### src/hdl/iqm_pkg.sv
// shared types, constants and fixed-point helpers of the iq mismatch solver
// no dependencies; imported by iqm_div and iq_mismatch_coeff_solver
package iqm_pkg;

   typedef logic signed [31:0] s32_type;
   typedef logic signed [12:0] f13_type;
   typedef logic signed [13:0] corr_type;

   typedef enum logic [2:0] {
      ST_OK         = 3'd0,
      ST_ZERO_POWER = 3'd1,
      ST_RANGE      = 3'd2,
      ST_ZERO_MAG   = 3'd3,
      ST_SINGULAR   = 3'd4,
      ST_TX_DIV0    = 3'd5,
      ST_RX_DIV0    = 3'd6
   } status_type;

   // divider geometry: one quotient bit per stage plus an input stage
   localparam int DIV_W   = 32;
   localparam int DIV_LAT = DIV_W + 1;

   localparam int NUM_RATIO = 8;

   localparam s32_type Q15_ONE     = 32'sd32768;
   localparam int      RES_SHIFT   = 15;
   localparam int      SC_GAIN_SHIFT = 8;
   localparam int      DELPT_DIV   = 5;
   localparam f13_type P00_MIN     = 13'sd1024;
   localparam f13_type P00_MAX     = 13'sd2047;
   localparam s32_type CLAMP_HI    = 32'sd63;
   localparam s32_type CLAMP_LO    = -32'sd63;
   localparam logic [11:0] SIGN_THR = 12'h800;

   // 12-bit field, values above the threshold map to value - 4096
   function automatic f13_type sext12(input logic [11:0] v);
      return (v > SIGN_THR) ? f13_type'({1'b1, v}) : f13_type'({1'b0, v});
   endfunction

   // signed division by 2^n truncating toward zero
   function automatic s32_type div_pow2(input s32_type v, input int n);
      s32_type bias;
      bias = (32'sd1 <<< n) - 32'sd1;
      return v[31] ? ((v + bias) >>> n) : (v >>> n);
   endfunction

   function automatic s32_type abs32(input s32_type v);
      return v[31] ? -v : v;
   endfunction

   function automatic s32_type clamp63(input s32_type v);
      s32_type r;
      r = v;
      if (v < CLAMP_LO) r = CLAMP_LO;
      if (v > CLAMP_HI) r = CLAMP_HI;
      return r;
   endfunction

   // alpha-max-beta-min magnitude estimate
   function automatic s32_type mag_approx(input s32_type re, input s32_type im);
      s32_type ai, aq, mx, mn;
      ai = abs32(re);
      aq = abs32(im);
      if (ai > aq) begin
         mx = ai;
         mn = aq;
      end else begin
         mx = aq;
         mn = ai;
      end
      return mx - div_pow2(mx, 5) + div_pow2(mn, 3) + div_pow2(mn, 2);
   endfunction

   // q in the upper seven bits, low seven bits of i below
   function automatic corr_type pack_corr(input s32_type mag, input s32_type phs);
      s32_type q, i;
      q = clamp63(div_pow2(mag <<< 7, RES_SHIFT));
      i = clamp63(div_pow2(phs <<< 8, RES_SHIFT));
      return corr_type'({q[6:0], i[6:0]});
   endfunction

endpackage

### src/hdl/iqm_div.sv
// pipelined 32-bit signed divider, one quotient bit per stage, truncating
// depends on iqm_pkg; zero divisor gives zero, wraps like 32-bit c
module iqm_div (
   input  logic            clock,
   input  logic            en,
   input  iqm_pkg::s32_type num,
   input  iqm_pkg::s32_type den,
   output iqm_pkg::s32_type quo
);
   import iqm_pkg::*;

   logic [DIV_W-1:0] rem_ff [DIV_LAT];
   logic [DIV_W-1:0] rem_in [DIV_LAT];
   logic [DIV_W-1:0] n_ff   [DIV_LAT];
   logic [DIV_W-1:0] n_in   [DIV_LAT];
   logic [DIV_W-1:0] d_ff   [DIV_LAT];
   logic [DIV_W-1:0] d_in   [DIV_LAT];
   logic             neg_ff [DIV_LAT];
   logic             neg_in [DIV_LAT];
   logic             zero_ff[DIV_LAT];
   logic             zero_in[DIV_LAT];

   // input stage takes magnitudes, then restoring steps
   always_comb begin
      logic [DIV_W:0] rs;
      logic [DIV_W:0] diff;
      rem_in[0]  = '0;
      n_in[0]    = num[DIV_W-1] ? (~num + 1'b1) : num;
      d_in[0]    = den[DIV_W-1] ? (~den + 1'b1) : den;
      neg_in[0]  = num[DIV_W-1] ^ den[DIV_W-1];
      zero_in[0] = (den == '0);
      for (int k = 1; k < DIV_LAT; k++) begin
         rs   = {rem_ff[k-1], n_ff[k-1][DIV_W-1]};
         diff = rs - {1'b0, d_ff[k-1]};
         if (!diff[DIV_W]) begin
            rem_in[k] = diff[DIV_W-1:0];
            n_in[k]   = {n_ff[k-1][DIV_W-2:0], 1'b1};
         end else begin
            rem_in[k] = rs[DIV_W-1:0];
            n_in[k]   = {n_ff[k-1][DIV_W-2:0], 1'b0};
         end
         d_in[k]    = d_ff[k-1];
         neg_in[k]  = neg_ff[k-1];
         zero_in[k] = zero_ff[k-1];
      end
   end

   always_ff @(posedge clock) begin
      if (en) begin
         for (int k = 0; k < DIV_LAT; k++) begin
            rem_ff[k]  <= rem_in[k];
            n_ff[k]    <= n_in[k];
            d_ff[k]    <= d_in[k];
            neg_ff[k]  <= neg_in[k];
            zero_ff[k] <= zero_in[k];
         end
      end
   end

   // sign of the quotient applied at the tail
   always_comb begin
      if (zero_ff[DIV_LAT-1]) begin
         quo = '0;
      end else if (neg_ff[DIV_LAT-1]) begin
         quo = s32_type'(~n_ff[DIV_LAT-1] + 1'b1);
      end else begin
         quo = s32_type'(n_ff[DIV_LAT-1]);
      end
   end

endmodule

### config.mk
export PLATFORM = sky130hd
export DESIGN_NAME = iqm_div
export DESIGN_NICKNAME = d
export VERILOG_FILES = /design/src/hdl/iqm_pkg.sv /design/src/hdl/iqm_div.sv
export SDC_FILE = /design/constraint.sdc
export NUM_CORES = 2
export LEC_CHECK = 0
export CAP_MARGIN = 20
export CORE_MARGIN = 1
export CORE_UTILIZATION = 60
export CTS_BUF_LIST = sky130_fd_sc_hd__clkbuf_8
export DETAILED_ROUTE_END_ITERATION = 16
export DONT_BUFFER_PORTS = 1
export PLACE_DENSITY = 0.76
export SLEW_MARGIN = 10
export SYNTH_ARGS = -nofsm -noshare
export SYNTH_HDL_FRONTEND = slang
export SYNTH_SLANG_ARGS = --single-unit
### constraint.sdc
create_clock -name clock -period 5.61 [get_ports clock]
set_input_delay 1.122 -clock clock [delete_from_list [all_inputs] [get_ports clock]]
set_output_delay 1.122 -clock clock [all_outputs]
set_load 0.005 [all_outputs]
Word-level counts from Yosys, hierarchy flattened
Memory sizes are Yosys's and may differ from the RTL's.
Index checks and enable logic that the tools add are counted.
{"block": "totals", "reg_bits": 0, "mem_bits_rw": 3234, "in_bits": 66, "output_inout_bits": 32, "n_memories": 5}
{"memory": "d_ff", "depth": 33, "width": 32, "read_ports": 32, "rd_ports_with_merged_regs": 0, "write_ports": 33, "line": "iqm_div.sv:16", "rtl": "logic [DIV_W-1:0] d_ff [DIV_LAT];"}
{"memory": "n_ff", "depth": 33, "width": 32, "read_ports": 33, "rd_ports_with_merged_regs": 0, "write_ports": 33, "line": "iqm_div.sv:14", "rtl": "logic [DIV_W-1:0] n_ff [DIV_LAT];"}
{"memory": "rem_ff", "depth": 33, "width": 32, "read_ports": 32, "rd_ports_with_merged_regs": 0, "write_ports": 33, "line": "iqm_div.sv:12", "rtl": "logic [DIV_W-1:0] rem_ff [DIV_LAT];"}
{"memory": "neg_ff", "depth": 33, "width": 1, "read_ports": 33, "rd_ports_with_merged_regs": 0, "write_ports": 33, "line": "iqm_div.sv:18", "rtl": "logic neg_ff [DIV_LAT];"}
{"memory": "zero_ff", "depth": 33, "width": 1, "read_ports": 33, "rd_ports_with_merged_regs": 0, "write_ports": 33, "line": "iqm_div.sv:20", "rtl": "logic zero_ff[DIV_LAT];"}
{"block": "op_classes", "add_sub_neg": 35, "muxes": 70, "n_bitwise": 4, "n_reduce_logical": 1}
{"cell": "$mux W32", "count": 36}
{"cell": "$sub A33 B32 Y33", "count": 32}
{"cell": "$add A32 B1 Y32 const B", "count": 3}
{"cell": "$not A32 Y32", "count": 3}
{"cell": "$mux W1", "count": 34}
{"cell": "$logic_not A32 Y1", "count": 1}
{"cell": "$xor A1 B1 Y1", "count": 1}

Longest topological paths before layout
An unclocked memory read counts as a cell.
{"block": "logic_depth", "word_depth": 5, "ltp_mapped": 16, "ltp_nobuf": 15}

Least setup slack after synthesis
Ideal clock, no wire load.
{"block": "synth_timing", "path_type": "register -> register", "start": "memory d_ff[27][0], in the netlist d_ff[0][864]", "end": "memory rem_ff[28][24], in the netlist rem_ff[0][920] (data pin)", "setup_ps": 260, "arrival_ps": 3705, "t_required_ps": 5350, "slack_ps": 1645, "path_stages_with_launch": 15, "path_buffers": 1, "period_less_slack_ps": 3965, "path_cell_list": "edfxtp_1 > ha_1 > fa_1 > nor2b_1 > o31a_1 > o32ai_2 > o31ai_1 > a21oi_1 > a311o_1 > o31a_1 > o21ai_1 > a21oi_1 > xor2_1 > buf_2 > mux2_2"}
{"item": "start, declared", "line": "iqm_div.sv:16"}
{"item": "end, declared", "line": "iqm_div.sv:12"}

==> results.md <==
Pwr:
- Net switching is 36.1% of the power.
- The cell internal power dissipation is 64.7 mW.
- The completed layout was analyzed and its total power is 101 mW.
- The fraction of power consumed by the clock network is 18.6%.
- The analysis attributes to net switching a power of 36.6 mW.
- Dividing total power by cell area gives a power density of 585 mW/mm^2.
- The leakage power total is 69.9 nW.
- The worst ir drop on vdd is 822 uV.
- The proportion of power drawn by combinational gates is 44.7%.
- The proportion of power drawn by flip-flops and latches is 36.7%.

Critical path:
- The worst register-to-register path begins at d_ff[0][832].
- Across all register-to-register paths, the minimum setup slack is 570 ps.
- The worst endpoint required time is 4490 ps.
- On the worst path, the slowest cell contributes a delay of 450 ps.
- In this run the critical register-to-register path is captured at rem_ff[0][867].
- The worst reg2reg path depth is 15.
- The critical path goes through inv_2, ha_2, nand2_1, or3_1, or3_1, or3_1, o21ai_2, buf_4, o21ai_0, a21oi_1, xor2_1, nor2_2.
- Together, buffers and inverters on the worst path number 2.
- The most numerous cell on the critical path is or3_1.
- The cell family with the largest share of critical-path delay is simple AND/OR/NAND/NOR gates.
- The worst setup path is launched from a flop.
- The slowest stage of the critical path belongs to the cell edfxtp_1.
- Data arrives at the worst endpoint at 4270 ps.
- The critical path class is flop to output port.
- The endpoint kind of the worst setup timing path is an output port.
- Along the worst path, the maximum fanout reaches 6.
- In this run the worst setup path begins at n_ff[2][0].

Floorplanning:
- The core box area is 0.263 mm^2.
- For this configuration, the core starts out at a cell density of 60.3%.
- During I/O placement, the number of pins put on the boundary was 98.
- The die covers 0.266 mm^2.
- The floorplan has 188 rows.
- In this run the horizontal extent of the chip is 516 um.
- The overall die height is 516 um.

Hold path:
- The startpoint identified for the worst hold timing path is den[15].
- The path with the worst hold slack has its endpoint at d_ff[0][15].
- The tightest min-delay check is of the primary input to flop type.
- The instance count along the most critical hold path is 1.

Synthesis:
- During synthesis, Yosys emitted a total of 0 warnings.
- After synthesis the cells add up to 0.158 mm^2.
- The average instance area after synthesis is 12.9 um^2.
- Of all flip-flops after synthesis, the portion carrying an async set or reset was 0%.
- The dominant synthesized flop cell is edfxtp_1.
- The portion of the post-synthesis area used by sequential elements is 59.5%.
- The count of distinct cell types in the synthesized netlist is 91.
- After synthesis the netlist holds a flip-flop and latch count of 3138.
- The number of enable flip-flop cells after synthesis is 3138.
- After technology mapping, the gate count stands at 12300.

Timing:
- The final total negative setup slack is 0 ps.
- Setup repair after global routing left no endpoint under its margin.
- The total count of max-transition violations in the final report is 0.
- The upper clock frequency limit is 185 MHz.
- Clock skew on the completed layout was measured at 56.3 ps.
- The count of final setup violators is 0.
- The shortest clock period the worst path allows after layout is 5390 ps.
- The worst slew slack as a fraction of its limit is 26.2%.
- For the pin with the worst max-slew slack, the measured transition is 1110 ps.
- The portion of the clock cycle consumed by the worst path in the final layout is 96.1%.
- The final count of hold timing violations is 0.

Global route:
- The via count of the first global-routing pass came to 98200.
- The maximum number of pins on one net before global-route repair is 168.
- The total overflow reported by the global router is 0.
- The first global-routing pass estimated 517000 um of wire.
- The total track usage is 24.3%.
- The initial antenna violation count was 10.

Clock tree:
- TritonCTS built the clock tree.
- After clock tree synthesis, the clock-pin slew on the worst setup and hold paths is 60 ps.
- The cell at the root of the clock tree is clkbuf_8.
- The clock reaches the later pin of the worst-skew pair after 1130 ps.
- The total clock buffers created by CTS is 532.
- The total number of clock tree sinks is 3138.
- The total number of H-tree levels is 6.
- The longest clock path from root to sink contains 4 buffers.

Placement:
- The placement-stage cell area is 0.163 mm^2.
- The number of port buffers is 0.
- The routability-driven placement congestion ratio is 0.927.
- The detailed-placement wirelength estimate is 237000 um.
- The count of placed standard cells including taps is 15700.

Route:
- The count of nets left with antenna violations once routing finished came out at 0.
- For this block, the via count after detailed routing is 97600.
- The number of optimization iterations in the first detailed-route pass is 9.
- The number of DRC markers after the initial detailed-route iteration is 6951.
- In the routed layout, each cell is associated on average with a via count of 5.87.
- Wires add up to 331000 um.
- The wire length per cell after detailed routing is 19.9 um.
- The count of unresolved DRC violations after routing is 0.

Layout:
- The finished cells cover 0.173 mm^2.
- The layout-stage area growth over the synthesis result is 9.27%.
- The net count of the finished layout is 13800.
- Measured on the finished design, the core utilization comes to 65.9%.
- The proportion of layout cells with a drive suffix above 1 is 12.2%.
- For this run, the number of standard cells in the final layout without fillers is 16600.

Run status:
- The run finished with clean final reports.

Run:
- The number of max-capacitance violations reported is 0.
power by group through the flow:
stage	clock [mW]	combinational, mW	sequential, mW
2_1_floorplan	0	35.3	35.7
3_3_place_gp	0	42.9	37.5
3_5_place_dp	0	44.5	37.6
4_1_cts	19.4	44.9	37.2
5_1_grt	20.4	49.6	37.6
6_report	18.8	45.3	37.2
logic make-up (layout without fill, tap and decap cells):
| kind of cell | after synthesis | count (layout) | share of synthesized area, % |
|---|---|---|---|
| AOI/OAI and AO/OA | 2850 | 2850 | 11.6 |
| xor gates and xnor gates | 920 | 920 | 5.11 |
| adders and majority gates | 1026 | 1026 | 8.25 |
| buffers and inverters | 1474 | 2289 | 3.56 |
| DFF | 3138 | 3138 | 59.5 |
| muxes | 843 | 843 | 5.94 |
| other | 1 | 45 | 0.00237 |
| and+or+nand+nor | 2012 | 2012 | 6.11 |
per-layer routing:
layer	vias up	GRT usage [%]	wire length (um)
li1	46600	-	-
met1	47300	30.6	138000
met2	2848	40.9	160000
met3	851	3.93	17400
met4	0	12.0	15300
met5	-	0	0
worst max path at each step:
stage / depth (start not counted) / endpoint
floorplan: 14 / rem_ff[0][920]
global placement: 15 / rem_ff[0][867]
detailed placement: 15 / rem_ff[0][867]
CTS: 12 / quo[30]
global route: 12 / quo[30]
finish: 12 / quo[30]
synthesized netlist by cell type (142+ instances only):
cell | count | share of area (%)
edfxtp_1 | 3138 | 59
inv_1 | 1255 | 3.0
ha_1 | 996 | 7.9
a21oi_1 | 836 | 2.6
mux2_2 | 729 | 5.2
o21ai_0 | 626 | 2.0
xnor2_1 | 617 | 3.4
nand2_1 | 588 | 1.4
nor2_1 | 509 | 1.2
a21o_1 | 477 | 2.3
xor2_1 | 300 | 1.7
clkbuf_1 | 163 | 0.39
nor2b_1 | 142 | 0.56
stage by stage:
| stage | setup WS, ps | hold slack, ps |
|---|---|---|
| 2_1_floorplan | 1650 | 400 |
| 6_report | 218 | 209 |
| 5_1_grt | 7.54 | 131 |
| 4_1_cts | 64.2 | 68.4 |
| 3_3_place_gp | 665 | 400 |
| 3_5_place_dp | 589 | 405 |
area by class of cell:
cell class | count | area, um^2
Antenna cell | 30 | 75.1
Clock buffer | 539 | 7420
Clock inverter | 383 | 2220
Fill cell | 19000 | 89400
Inverter | 1255 | 4710
Multi-Input combinational cell | 7666 | 58900
Sequential cell | 3138 | 94200
Tap cell | 3515 | 4400
Timing Repair Buffer | 112 | 1130
repair_timing:
| item | CTS | global route |
|---|---|---|
| setup buffers | 0 | 0 |
| pin swaps | 0 | 2 |
| hold buffers | 2 | 0 |
| endpoints found under the setup margin | 5 | 1 |
| hold endpoints to repair | 2 | 0 |
| gates resized for setup | 3 | 2 |
state kept, by name, summed over array words and instances, names as in the netlist:
| name | flops |
|---|---|
| zero_ff | 33 |
| rem_ff | 992 |
| neg_ff | 33 |
| n_ff | 1056 |
| d_ff | 1024 |
layout by cell type (no fill, tap or decap), types with 34 or more instances in the layout:
| cell type | count |
|---|---|
| o31ai_1 | 76 |
| and2_1 | 34 |
| xor2_1 | 292 |
| or3_1 | 53 |
| clkinv_2 | 50 |
| nand2_1 | 588 |
| xnor2_1 | 605 |
| edfxtp_1 | 3138 |
| o21ai_0 | 625 |
| mux2_1 | 43 |
| o21bai_1 | 86 |
| buf_4 | 88 |
| mux2i_1 | 71 |
| nand4_1 | 103 |
| clkbuf_8 | 539 |
| a211oi_1 | 68 |
| nor2b_1 | 142 |
| a21o_1 | 477 |
| o211ai_1 | 35 |
| a31oi_1 | 96 |
| and3_1 | 88 |
| nor2_1 | 506 |
| mux2_2 | 729 |
| nor3_1 | 102 |
| inv_1 | 1402 |
| a21oi_1 | 836 |
| ha_1 | 995 |
| o21a_1 | 139 |
| nand3_1 | 137 |
| nand2b_1 | 135 |
| clkinv_1 | 116 |
No activity file was read; power rests on OpenSTA's default activity.
